**config.mk**
```make
export PLATFORM = sky130hd
export DESIGN_NAME = bfs_indirect_prefetch_generator_core_flat
export DESIGN_NICKNAME = d
export VERILOG_FILES = /design/src/design/bipg_pkg.sv /design/src/design/bipg_in_if.sv /design/src/design/bipg_out_if.sv /design/src/design/bipg_cfg_if.sv /design/src/design/bipg_cfg_regs.sv /design/src/design/bipg_walker.sv /design/src/design/bipg_result_queue.sv /design/src/design/bfs_indirect_prefetch_generator_core.sv /design/src/flat_wrapper.sv
export SDC_FILE = /design/constraint.sdc
export NUM_CORES = 2
export LEC_CHECK = 0
export BUFFER_PORTS_ARGS = -buffer_cell sky130_fd_sc_hd__buf_4
export CORE_UTILIZATION = 35
export DETAILED_ROUTE_END_ITERATION = 12
export SYNTH_ARGS = -nofsm -noshare
export SYNTH_HDL_FRONTEND = slang
export SYNTH_SLANG_ARGS = --single-unit
```
**constraint.sdc**
```tcl
create_clock -name clk -period 6.95 [get_ports clk]
set_input_delay 2.085 -clock clk [delete_from_list [all_inputs] [get_ports clk]]
set_output_delay 2.085 -clock clk [all_outputs]
set_load 0.05 [all_outputs]
```
**src/design/bipg_pkg.sv**
```systemverilog
// Shared types, codes and helpers for the BFS indirect prefetch generator.
// No dependencies; every other design file refers to this package by scope.
package bipg_pkg;

  localparam int unsigned ADDR_W           = 64;
  localparam int unsigned OFFSET_W         = 32;
  localparam int unsigned BLOCK_BYTES_LOG2 = 6;
  localparam int unsigned CFG_IDX_W        = 2;
  localparam int unsigned RES_DEPTH        = 3;

  // Input transaction modes
  localparam logic [1:0] MODE_HINT = 2'd0;
  localparam logic [1:0] MODE_OK   = 2'd1;
  localparam logic [1:0] MODE_FAIL = 2'd2;
  localparam logic [1:0] MODE_NONE = 2'd3;

  // Result kinds
  localparam logic [1:0] K_LOAD  = 2'd0;
  localparam logic [1:0] K_TAG   = 2'd1;
  localparam logic [1:0] K_DONE  = 2'd2;
  localparam logic [1:0] K_ABORT = 2'd3;

  // Prefetch levels
  localparam logic [1:0] LVL_NODE    = 2'd0;
  localparam logic [1:0] LVL_ROW     = 2'd1;
  localparam logic [1:0] LVL_EDGE    = 2'd2;
  localparam logic [1:0] LVL_VISITED = 2'd3;

  // Configuration register indexes
  localparam logic [CFG_IDX_W-1:0] CFG_HINT_OFFSET    = 2'd0;
  localparam logic [CFG_IDX_W-1:0] CFG_ROW_ARRAY_BASE = 2'd1;
  localparam logic [CFG_IDX_W-1:0] CFG_VISITED_BASE   = 2'd2;

  typedef enum logic [2:0] {
    PH_IDLE,
    PH_NODE,
    PH_ROW_START,
    PH_ROW_END,
    PH_EDGE
  } phase_t;

  typedef struct packed {
    logic [OFFSET_W-1:0] hint_offset;
    logic [ADDR_W-1:0]   row_array_base;
    logic [ADDR_W-1:0]   visited_array_base;
  } cfg_t;

  typedef struct packed {
    logic [1:0]        kind;
    logic [ADDR_W-1:0] address;
    logic [1:0]        level;
    logic              wide_load;
    logic              last;
  } result_t;

  // Walker to result queue: results of one input transaction
  typedef struct packed {
    logic                      fire;
    logic [1:0]                count;
    result_t [RES_DEPTH-1:0]   res;
  } push_t;

  function automatic logic [ADDR_W-1:0] block_of(input logic [ADDR_W-1:0] a);
    block_of = {a[ADDR_W-1:BLOCK_BYTES_LOG2], {BLOCK_BYTES_LOG2{1'b0}}};
  endfunction

  function automatic logic [ADDR_W-1:0] align4(input logic [ADDR_W-1:0] a);
    align4 = {a[ADDR_W-1:2], 2'b00};
  endfunction

  function automatic logic [ADDR_W-1:0] align8(input logic [ADDR_W-1:0] a);
    align8 = {a[ADDR_W-1:3], 3'b000};
  endfunction

  function automatic result_t mk_res(input logic [1:0] kind,
                                     input logic [ADDR_W-1:0] address,
                                     input logic [1:0] level,
                                     input logic wide_load,
                                     input logic last);
    result_t r;
    r.kind      = kind;
    r.address   = address;
    r.level     = level;
    r.wide_load = wide_load;
    r.last      = last;
    mk_res = r;
  endfunction

endpackage

```
**src/design/bipg_in_if.sv**
```systemverilog
// Input channel interface: hint and load response transactions.
// Depends on bipg_pkg for widths.
interface bipg_in_if;
  logic                          valid;
  logic                          ready;
  logic [1:0]                    mode;
  logic [bipg_pkg::ADDR_W-1:0]   hint_addr;
  logic [bipg_pkg::ADDR_W-1:0]   load_data;

  modport source (output valid, output mode, output hint_addr, output load_data,
                  input ready);
  modport sink (input valid, input mode, input hint_addr, input load_data,
                output ready);
endinterface

```
**src/design/bipg_out_if.sv**
```systemverilog
// Result channel interface: load requests, prefetch tags, done and abort records.
// Depends on bipg_pkg for widths.
interface bipg_out_if;
  logic                          valid;
  logic                          ready;
  logic [1:0]                    kind;
  logic [bipg_pkg::ADDR_W-1:0]   address;
  logic [1:0]                    level;
  logic                          wide_load;
  logic                          last;

  modport source (output valid, output kind, output address, output level,
                  output wide_load, output last, input ready);
  modport sink (input valid, input kind, input address, input level,
                input wide_load, input last, output ready);
endinterface

```
**src/design/bipg_cfg_if.sv**
```systemverilog
// Configuration write channel interface: register index and write data.
// Depends on bipg_pkg for widths.
interface bipg_cfg_if;
  logic                           valid;
  logic                           ready;
  logic [bipg_pkg::CFG_IDX_W-1:0] index;
  logic [bipg_pkg::ADDR_W-1:0]    data;

  modport source (output valid, output index, output data, input ready);
  modport sink (input valid, input index, input data, output ready);
endinterface

```
**src/design/bipg_cfg_regs.sv**
```systemverilog
// Configuration register file: hint offset and the two array bases.
// Depends on bipg_pkg and bipg_cfg_if.
module bipg_cfg_regs (
  input  logic             clk,
  input  logic             rst_n,
  bipg_cfg_if.sink         cfg_ch,
  output bipg_pkg::cfg_t   cfg
);

  bipg_pkg::cfg_t cfg_r;
  bipg_pkg::cfg_t cfg_nxt;

  assign cfg_ch.ready = 1'b1;
  assign cfg          = cfg_r;

  always_comb begin
    cfg_nxt = cfg_r;
    if (cfg_ch.valid) begin
      unique case (cfg_ch.index)
        bipg_pkg::CFG_HINT_OFFSET:
          cfg_nxt.hint_offset = cfg_ch.data[bipg_pkg::OFFSET_W-1:0];
        bipg_pkg::CFG_ROW_ARRAY_BASE: cfg_nxt.row_array_base = cfg_ch.data;
        bipg_pkg::CFG_VISITED_BASE:   cfg_nxt.visited_array_base = cfg_ch.data;
        default: ;
      endcase
    end
  end

  always_ff @(posedge clk) begin
    if (!rst_n) begin
      cfg_r <= '0;
    end else begin
      cfg_r <= cfg_nxt;
    end
  end

endmodule

```
**src/design/bipg_walker.sv**
```systemverilog
// Walk engine: input register, CSR walk state and per-transaction result set.
// Depends on bipg_pkg and bipg_in_if.
module bipg_walker (
  input  logic             clk,
  input  logic             rst_n,
  bipg_in_if.sink          in_ch,
  input  bipg_pkg::cfg_t   cfg,
  input  logic             q_free,
  output bipg_pkg::push_t  push
);

  localparam int unsigned AW = bipg_pkg::ADDR_W;

  logic            in_vld_r;
  logic [1:0]      mode_r;
  logic [AW-1:0]   hint_r;
  logic [AW-1:0]   data_r;

  bipg_pkg::phase_t phase_r, phase_nxt;
  logic [AW-1:0]   work_r, work_nxt;
  logic [AW-1:0]   row_r, row_nxt;
  logic [AW-1:0]   cur_r, cur_nxt;
  logic [AW-1:0]   end_r, end_nxt;

  logic            step_fire;
  logic [AW-1:0]   hint_work;
  logic [AW-1:0]   row_new;
  logic [AW-1:0]   row_second;
  logic [AW-1:0]   cur_step;
  logic [AW-1:0]   vis_addr;
  logic            range_ok;
  logic            step_ok;
  logic            new_block;

  assign step_fire   = in_vld_r & q_free;
  assign in_ch.ready = !in_vld_r || step_fire;

  // Hold one transaction until the result queue can take its results
  always_ff @(posedge clk) begin
    if (!rst_n) begin
      in_vld_r <= 1'b0;
    end else if (in_ch.ready) begin
      in_vld_r <= in_ch.valid;
    end
  end

  always_ff @(posedge clk) begin
    if (in_ch.valid && in_ch.ready) begin
      mode_r <= in_ch.mode;
      hint_r <= in_ch.hint_addr;
      data_r <= in_ch.load_data;
    end
  end

  assign hint_work  = hint_r - {30'b0, cfg.hint_offset, 2'b00};
  assign row_new    = cfg.row_array_base + {29'b0, data_r[31:0], 3'b000};
  assign row_second = row_r + 64'd8;
  assign cur_step   = cur_r + 64'd4;
  assign vis_addr   = cfg.visited_array_base + {30'b0, data_r[31:0], 2'b00};
  assign range_ok   = cur_r < data_r;
  assign step_ok    = cur_step < end_r;
  assign new_block  = bipg_pkg::block_of(cur_step) != bipg_pkg::block_of(cur_r);

  // Next state
  always_comb begin
    phase_nxt = phase_r;
    work_nxt  = work_r;
    row_nxt   = row_r;
    cur_nxt   = cur_r;
    end_nxt   = end_r;
    if (step_fire) begin
      unique case (mode_r)
        bipg_pkg::MODE_HINT: begin
          if (phase_r == bipg_pkg::PH_IDLE) begin
            work_nxt  = hint_work;
            phase_nxt = bipg_pkg::PH_NODE;
          end
        end
        bipg_pkg::MODE_FAIL: phase_nxt = bipg_pkg::PH_IDLE;
        bipg_pkg::MODE_OK: begin
          unique case (phase_r)
            bipg_pkg::PH_IDLE: ;
            bipg_pkg::PH_NODE: begin
              row_nxt   = row_new;
              phase_nxt = bipg_pkg::PH_ROW_START;
            end
            bipg_pkg::PH_ROW_START: begin
              cur_nxt   = data_r;
              phase_nxt = bipg_pkg::PH_ROW_END;
            end
            bipg_pkg::PH_ROW_END: begin
              end_nxt   = data_r;
              phase_nxt = range_ok ? bipg_pkg::PH_EDGE : bipg_pkg::PH_IDLE;
            end
            bipg_pkg::PH_EDGE: begin
              cur_nxt   = cur_step;
              phase_nxt = step_ok ? bipg_pkg::PH_EDGE : bipg_pkg::PH_IDLE;
            end
            default: phase_nxt = bipg_pkg::PH_IDLE;
          endcase
        end
        default: ;
      endcase
    end
  end

  // Results of the transaction in the input register
  always_comb begin
    push.fire  = step_fire;
    push.count = 2'd0;
    push.res   = '0;
    unique case (mode_r)
      bipg_pkg::MODE_HINT: begin
        if (phase_r == bipg_pkg::PH_IDLE) begin
          push.count  = 2'd1;
          push.res[0] = bipg_pkg::mk_res(bipg_pkg::K_LOAD, bipg_pkg::align4(hint_work),
                                         bipg_pkg::LVL_NODE, 1'b0, 1'b1);
        end
      end
      bipg_pkg::MODE_FAIL: begin
        if (phase_r != bipg_pkg::PH_IDLE) begin
          push.count  = 2'd1;
          push.res[0] = bipg_pkg::mk_res(bipg_pkg::K_ABORT, work_r,
                                         bipg_pkg::LVL_NODE, 1'b0, 1'b1);
        end
      end
      bipg_pkg::MODE_OK: begin
        unique case (phase_r)
          bipg_pkg::PH_IDLE: ;
          bipg_pkg::PH_NODE: begin
            push.count  = 2'd2;
            push.res[0] = bipg_pkg::mk_res(bipg_pkg::K_TAG, bipg_pkg::block_of(work_r),
                                           bipg_pkg::LVL_NODE, 1'b0, 1'b0);
            push.res[1] = bipg_pkg::mk_res(bipg_pkg::K_LOAD, bipg_pkg::align8(row_new),
                                           bipg_pkg::LVL_ROW, 1'b1, 1'b1);
          end
          bipg_pkg::PH_ROW_START: begin
            push.count  = 2'd2;
            push.res[0] = bipg_pkg::mk_res(bipg_pkg::K_TAG, bipg_pkg::block_of(row_r),
                                           bipg_pkg::LVL_ROW, 1'b0, 1'b0);
            push.res[1] = bipg_pkg::mk_res(bipg_pkg::K_LOAD, bipg_pkg::align8(row_second),
                                           bipg_pkg::LVL_ROW, 1'b1, 1'b1);
          end
          bipg_pkg::PH_ROW_END: begin
            push.res[0] = bipg_pkg::mk_res(bipg_pkg::K_TAG,
                                           bipg_pkg::block_of(row_second),
                                           bipg_pkg::LVL_ROW, 1'b0, 1'b0);
            if (range_ok) begin
              push.count  = 2'd3;
              push.res[1] = bipg_pkg::mk_res(bipg_pkg::K_TAG, bipg_pkg::block_of(cur_r),
                                             bipg_pkg::LVL_EDGE, 1'b0, 1'b0);
              push.res[2] = bipg_pkg::mk_res(bipg_pkg::K_LOAD, bipg_pkg::align4(cur_r),
                                             bipg_pkg::LVL_EDGE, 1'b0, 1'b1);
            end else begin
              push.count  = 2'd2;
              push.res[1] = bipg_pkg::mk_res(bipg_pkg::K_DONE, work_r,
                                             bipg_pkg::LVL_NODE, 1'b0, 1'b1);
            end
          end
          bipg_pkg::PH_EDGE: begin
            push.res[0] = bipg_pkg::mk_res(bipg_pkg::K_TAG, bipg_pkg::block_of(vis_addr),
                                           bipg_pkg::LVL_VISITED, 1'b0, 1'b0);
            if (!step_ok) begin
              push.count  = 2'd2;
              push.res[1] = bipg_pkg::mk_res(bipg_pkg::K_DONE, work_r,
                                             bipg_pkg::LVL_NODE, 1'b0, 1'b1);
            end else if (new_block) begin
              push.count  = 2'd3;
              push.res[1] = bipg_pkg::mk_res(bipg_pkg::K_TAG,
                                             bipg_pkg::block_of(cur_step),
                                             bipg_pkg::LVL_EDGE, 1'b0, 1'b0);
              push.res[2] = bipg_pkg::mk_res(bipg_pkg::K_LOAD, bipg_pkg::align4(cur_step),
                                             bipg_pkg::LVL_EDGE, 1'b0, 1'b1);
            end else begin
              push.count  = 2'd2;
              push.res[1] = bipg_pkg::mk_res(bipg_pkg::K_LOAD, bipg_pkg::align4(cur_step),
                                             bipg_pkg::LVL_EDGE, 1'b0, 1'b1);
            end
          end
          default: ;
        endcase
      end
      default: ;
    endcase
  end

  always_ff @(posedge clk) begin
    if (!rst_n) begin
      phase_r <= bipg_pkg::PH_IDLE;
      work_r  <= '0;
      row_r   <= '0;
      cur_r   <= '0;
      end_r   <= '0;
    end else begin
      phase_r <= phase_nxt;
      work_r  <= work_nxt;
      row_r   <= row_nxt;
      cur_r   <= cur_nxt;
      end_r   <= end_nxt;
    end
  end

  // The edge walk only runs while the cursor is below the end pointer
  a_edge_in_range: assert property (@(posedge clk) disable iff (!rst_n)
    phase_r == bipg_pkg::PH_EDGE |-> cur_r < end_r)
    else $error("edge walk active with cursor at or past end");

  a_hint_starts_walk: assert property (@(posedge clk) disable iff (!rst_n)
    (step_fire && mode_r == bipg_pkg::MODE_HINT && phase_r == bipg_pkg::PH_IDLE)
    |=> phase_r == bipg_pkg::PH_NODE)
    else $error("accepted hint did not start a node fetch");

endmodule

```
**src/design/bipg_result_queue.sv**
```systemverilog
// Three-entry queue: loads a transaction's results, drains one per cycle while ready.
// Depends on bipg_pkg and bipg_out_if.
module bipg_result_queue (
  input  logic             clk,
  input  logic             rst_n,
  input  bipg_pkg::push_t  push,
  output logic             q_free,
  bipg_out_if.source       out_ch
);

  bipg_pkg::result_t [bipg_pkg::RES_DEPTH-1:0] ent_r, ent_nxt;
  logic [1:0] cnt_r, cnt_nxt;
  logic       pop;

  assign pop    = (cnt_r != 2'd0) && out_ch.ready;
  assign q_free = (cnt_r == 2'd0) || ((cnt_r == 2'd1) && out_ch.ready);

  assign out_ch.valid     = cnt_r != 2'd0;
  assign out_ch.kind      = ent_r[0].kind;
  assign out_ch.address   = ent_r[0].address;
  assign out_ch.level     = ent_r[0].level;
  assign out_ch.wide_load = ent_r[0].wide_load;
  assign out_ch.last      = ent_r[0].last;

  always_comb begin
    ent_nxt = ent_r;
    cnt_nxt = cnt_r;
    if (push.fire) begin
      ent_nxt = push.res;
      cnt_nxt = push.count;
    end else if (pop) begin
      // Advance toward the head
      ent_nxt[0] = ent_r[1];
      ent_nxt[1] = ent_r[2];
      cnt_nxt    = cnt_r - 2'd1;
    end
  end

  always_ff @(posedge clk) begin
    if (!rst_n) begin
      cnt_r <= 2'd0;
    end else begin
      cnt_r <= cnt_nxt;
    end
  end

  always_ff @(posedge clk) begin
    ent_r <= ent_nxt;
  end

  a_push_when_free: assert property (@(posedge clk) disable iff (!rst_n)
    push.fire |-> (cnt_r == 2'd0) || (cnt_r == 2'd1 && pop))
    else $error("results loaded over undelivered results");

  a_tail_is_last: assert property (@(posedge clk) disable iff (!rst_n)
    cnt_r == 2'd1 |-> ent_r[0].last)
    else $error("final queued result not marked last");

  a_out_hold: assert property (@(posedge clk) disable iff (!rst_n)
    out_ch.valid && !out_ch.ready |=> out_ch.valid && $stable(ent_r[0]))
    else $error("head result changed while the consumer stalled");

endmodule

```
**src/design/bfs_indirect_prefetch_generator_core.sv**
```systemverilog
// BFS indirect prefetch generator, top level. An accepted transaction is registered in
// the walker's input register; its results are loaded into the result queue, whose head
// drives the output. Throughput: one input transaction per cycle while each yields one
// result and the consumer is ready; extra results hold the input at the output port.
// Reset (rst_n low, synchronous): walk idle, walk state and config cleared, queue empty.
// Depends on bipg_pkg, the three channel interfaces, cfg regs, walker and queue.
module bfs_indirect_prefetch_generator_core (
  input  logic        clk,
  input  logic        rst_n,
  bipg_in_if.sink     in_ch,
  bipg_out_if.source  out_ch,
  bipg_cfg_if.sink    cfg_ch
);

  // Configuration: hint offset, row pointer array base, visited array base.
  // Writes are issued by the user only while the block is idle; the block does not check.
  bipg_pkg::cfg_t  cfg;

  // Walker hands each transaction's results (up to three) to the queue in one
  // shot; the queue reports free when it is empty or handing out its last entry,
  // so a new transaction moves in the same cycle the previous one finishes.
  bipg_pkg::push_t push;
  logic            q_free;

  bipg_cfg_regs u_cfg_regs (
    .clk    (clk),
    .rst_n  (rst_n),
    .cfg_ch (cfg_ch),
    .cfg    (cfg)
  );

  // Input register plus the CSR chase: node id, row pointer pair, edge indices,
  // visited entries. All arithmetic is one add or shift and one compare deep.
  bipg_walker u_walker (
    .clk    (clk),
    .rst_n  (rst_n),
    .in_ch  (in_ch),
    .cfg    (cfg),
    .q_free (q_free),
    .push   (push)
  );

  // Result register stage: holds finished results while the consumer stalls,
  // decoupling the output handshake from the walk.
  bipg_result_queue u_result_queue (
    .clk    (clk),
    .rst_n  (rst_n),
    .push   (push),
    .q_free (q_free),
    .out_ch (out_ch)
  );

endmodule

```
**src/flat_wrapper.sv**
```systemverilog
// flat-port wrapper written by rule: the top's interface ports become plain ports
module bfs_indirect_prefetch_generator_core_flat 
  (clk, rst_n, in_ch_valid, in_ch_mode, in_ch_hint_addr, in_ch_load_data, in_ch_ready, out_ch_valid, out_ch_kind, out_ch_address, out_ch_level, out_ch_wide_load, out_ch_last, out_ch_ready, cfg_ch_valid, cfg_ch_index, cfg_ch_data, cfg_ch_ready);
  bipg_in_if in_ch_i ();
  bipg_out_if out_ch_i ();
  bipg_cfg_if cfg_ch_i ();
  input  logic clk;
  input  logic rst_n;
  input wire logic [$bits(in_ch_i.valid)-1:0] in_ch_valid;
  input wire logic [$bits(in_ch_i.mode)-1:0] in_ch_mode;
  input wire logic [$bits(in_ch_i.hint_addr)-1:0] in_ch_hint_addr;
  input wire logic [$bits(in_ch_i.load_data)-1:0] in_ch_load_data;
  output wire logic [$bits(in_ch_i.ready)-1:0] in_ch_ready;
  output wire logic [$bits(out_ch_i.valid)-1:0] out_ch_valid;
  output wire logic [$bits(out_ch_i.kind)-1:0] out_ch_kind;
  output wire logic [$bits(out_ch_i.address)-1:0] out_ch_address;
  output wire logic [$bits(out_ch_i.level)-1:0] out_ch_level;
  output wire logic [$bits(out_ch_i.wide_load)-1:0] out_ch_wide_load;
  output wire logic [$bits(out_ch_i.last)-1:0] out_ch_last;
  input wire logic [$bits(out_ch_i.ready)-1:0] out_ch_ready;
  input wire logic [$bits(cfg_ch_i.valid)-1:0] cfg_ch_valid;
  input wire logic [$bits(cfg_ch_i.index)-1:0] cfg_ch_index;
  input wire logic [$bits(cfg_ch_i.data)-1:0] cfg_ch_data;
  output wire logic [$bits(cfg_ch_i.ready)-1:0] cfg_ch_ready;
  assign in_ch_i.valid = in_ch_valid;
  assign in_ch_i.mode = in_ch_mode;
  assign in_ch_i.hint_addr = in_ch_hint_addr;
  assign in_ch_i.load_data = in_ch_load_data;
  assign in_ch_ready = in_ch_i.ready;
  assign out_ch_valid = out_ch_i.valid;
  assign out_ch_kind = out_ch_i.kind;
  assign out_ch_address = out_ch_i.address;
  assign out_ch_level = out_ch_i.level;
  assign out_ch_wide_load = out_ch_i.wide_load;
  assign out_ch_last = out_ch_i.last;
  assign out_ch_i.ready = out_ch_ready;
  assign cfg_ch_i.valid = cfg_ch_valid;
  assign cfg_ch_i.index = cfg_ch_index;
  assign cfg_ch_i.data = cfg_ch_data;
  assign cfg_ch_ready = cfg_ch_i.ready;
  bfs_indirect_prefetch_generator_core u_core (.clk(clk), .rst_n(rst_n), .in_ch(in_ch_i), .out_ch(out_ch_i), .cfg_ch(cfg_ch_i));
endmodule
```
==> summary.md <==
| Metric | Value |
|---|---|
| Synth warnings | `0` |
| Post-DP HPWL | `between 100 and 150 mm` |
| Area grow syn2layout | `14.2%` |
| Register bit total from synthesis | `approximately 750` |
| Clock latency on the worst-skew pair | `~730 ps` |
| Min-Delay Path Class | `reg -> reg` |
| Leading area contributor after synthesis | `edfxtp_1` |
| Hold Violations, Final | `0` |
| Post-synthesis cell type count | `between 80 and 90` |
| Chip width | `361 um` |
| Post-synth EDFFs | `332` |
| P per Cell Area | `246 mW/mm2` |
| Number of routed nets with antenna violations | `0` |
| Boundary Pins | `approximately 270` |
| Combinational fraction of design power | `between 15 and 20%` |
| Routability cong. | `a little under 1` |
| DR WL/cell | `24.9 um` |
| First-pass GRT wire length | `260 mm` |
| Row Count | `131` |
| Post-Route WL | `~180 mm` |
| Final Setup Violations | `0` |
| Die Footprint | `~0.13 mm2` |
| Vias per cell | `~5.9` |
| Final worst path period need | `approximately 6400 ps` |
| Post-CTS setup buffers | `0` |
| Die Span Y | `361 um` |
| Mean area per synthesized cell | `8.35 um2` |
| Sink Count | `746` |
| Largest net degree at the start of global routing | `135` |
| Hold buffers post-CTS | `0` |
| Int Pwr | `slightly below 0.009 W` |
| Post-synthesis net count | `slightly below 6000` |
| CP Launch Type | `flip-flop` |
| Hold path start | `u_core.u_cfg_regs.cfg[139]` |
| Filler Cell Count | `12900` |
| WS Path Type | `reg -> reg` |
| Total grt overflow | `0` |
| Worst setup EP type | `flip-flop` |
| Critical path origin | `u_core.u_walker.cur_r[47]` |
| Clock buffer count from CTS | `just over 90` |
| Area contributors post-synth | `edfxtp_1 (22%), dfxtp_1 (18%), nand2_1 (7.5%)` |
| Critical path required time | `~7500 ps` |
| Worst vdd ir | `0.000176 V` |
| Ys async rst share | `0%` |
| Status | `finished, final reports clean` |
| Synth top cells by count | `nand2_1 (905), a21oi_1 (650), dfxtp_1 (414)` |
| Fin util | `approximately two fifths` |
| CTS tree | `done` |
| FF-to-FF Start | `u_core.u_walker.cur_r[47]` |
| Clock Power Share | `41.4%` |
| WHS | `453 ps` |
| CP max FO | `11` |
| CP arrival | `about 7000 ps` |
| Cells after Synth | `roughly 5400` |
| Slew Limit Fails | `0` |
| CTS root buf | `clkbuf_16` |
| Placed Area | `between 0.04 and 0.05 mm2` |
| Worst-Margin Slew | `roughly 1200 ps` |
| Crit share post-route | `92.6%` |
| Share of the synthesized area in the top cell type | `~22%` |
| Register area share after synthesis | `about two fifths` |
| Final setup TNS | `0 ps` |
| Switch share | `between 30 and 40%` |
| Initial DRC count | `approximately 4800` |
| PnR Total Power | `about 0.013 W` |
| Cell area after synthesis | `0.0450 mm2` |
| Max-slew headroom | `approximately 19%` |
| RSZ-0062 raised after global routing | `no` |
| Top FF cell, synth | `dfxtp_1` |
| Clock buffer depth | `3` |
| H-tree depth | `3` |
| Static Leak | `~19 nW` |
| Maxcap violations | `0` |
| Worst-path clk slew | `roughly 60 ps` |
| Core area | `0.128 mm2` |
| Top-count cell post-synth | `nand2_1` |
| Cell area after layout | `a little over 0.05 mm2` |
| Fraction of layout cells with a size suffix above 1 | `between 10% and 20%` |
| All-Layer GR Usage | `26.5%` |
| Fmax | `about 160 MHz` |
| Starting Density | `35.3%` |
| Clock Skew | `50.6 ps` |
| Layout net count | `just under 6000` |
| Sw Pwr | `~0.004 W` |
| Initial antenna violation count | `4` |
| Resized Gates After CTS | `0` |
| Register share of total power | `between 40% and 50%` |
| Port Buffers | `approximately 270` |
| Vias in the first global route | `roughly 40000` |
| DR DRC count | `0` |
| DR vias | `between 40000 and 50000` |
| Drt pass-1 iters | `6` |
## stage by stage
stage | setup WS [ps] | std cells
after CTS | 781 | 7157
after global routing | 167 | 7158
after detailed placement | 837 | 6983
after floorplan | 850 | 5392
final | 517 | 7158
after global placement | 1000 | 6983
## worst max-delay path, stage by stage, from the launching register on
cell	delay (ps)
dfxtp_1	550
and4_1	310
nand4_1	150
nor4_1	740
and3_1	370
and3_1	200
xor2_1	300
ha_1	310
and2_1	200
a221oi_1	250
a21oi_1	100
a211oi_1	510
nand2_1	420
nor2_1	690
nand2_1	490
or3_1	470
a32oi_1	210
## worst paths after layout
| check | endpoint | depth (start not counted) | slack, ps |
|---|---|---|---|
| min | u_core.u_cfg_regs.cfg[139] | 2 | 450 |
| max reg2reg | u_core.u_result_queue.ent_r[80] | 16 | 520 |
| max | u_core.u_result_queue.ent_r[80] | 16 | 520 |
| min reg2reg | u_core.u_cfg_regs.cfg[139] | 2 | 450 |
## power by group through the flow
| stage | combinational [W] | clock [W] | sequential (W) |
|---|---|---|---|
| 6_report | 0.00212 | 0.00523 | 0.00528 |
| 3_5_place_dp | 0.00210 | 0 | 0.00537 |
| 5_1_grt | 0.00224 | 0.00547 | 0.00530 |
| 4_1_cts | 0.00211 | 0.00531 | 0.00528 |
| 3_3_place_gp | 0.00209 | 0 | 0.00537 |
| 2_1_floorplan | 0.00142 | 0 | 0.00524 |
## cells in the final DEF, fill, tap and decap left out, types with 28 or more instances in the layout
cell type  synthesis  routed
nor2_1           335     328
nand4_1           82      82
dfxtp_1          414     413
and4_1            28      28
nor4_1            32      31
and3_1            63      63
or3_1             33      33
a31oi_1           36      36
o21ai_0          254     253
edfxtp_1         332     332
a21oi_1          650     649
nor3_1            94      91
a211oi_1          69      69
clkbuf_16          0      97
xor2_1           128     128
a222oi_1          41      41
xnor2_1          204     204
nand3_1          168     167
inv_1            228     226
a21o_1            56      56
ha_1             230     230
nand2_1          905     903
o211ai_1          45      45
a221oi_1          45      45
a22oi_1           82      82
and2_1            50      49
buf_4             69     357
## layout make-up
class	count	area [um2]	area share (%)
Inverter	228	863	1.68
Tap cell	1662	2080	4.04
Timing Repair Buffer	363	2800	5.44
Clock buffer	125	2660	5.18
Antenna cell	1	2.50	0.00487
Multi-Input combinational cell	3984	24200	47.0
Clock inverter	49	608	1.18
Sequential cell	746	18300	35.5
## logic make-up after synthesis
logic type               synth area share (%)
multiplexers                            0.433
XOR/XNOR                                 6.46
flip-flops                               40.5
AO/OA/AOI/OAI                            21.5
adder cells (fa/ha/maj)                  6.48
AND/OR/NAND/NOR                          18.5
other                                 0.00833
buffers and inverters                    6.14
## layer usage
| layer | up-vias | track usage (%) | routed length (um) |
|---|---|---|---|
| met3 | 450 | 3.72 | 13300 |
| met1 | 20300 | 33.5 | 70700 |
| met2 | 2034 | 43.4 | 83000 |
| li1 | 19400 | - | - |
| met4 | 0 | 15.1 | 11400 |
| met5 | - | 0 | 0 |
## flip-flops by register name, indices dropped and copies added, names as in the netlist, 64 cells and up
signal                                count
u_core.u_cfg_regs.cfg                   155
u_core.u_result_queue.ent_r             132
u_core.u_result_queue.out_ch.address     64
u_core.u_walker.cur_r                    64
u_core.u_walker.data_r                   64
u_core.u_walker.end_r                    64
u_core.u_walker.hint_r                   64
u_core.u_walker.work_r                   64
(Power assumes the default switching activity.)
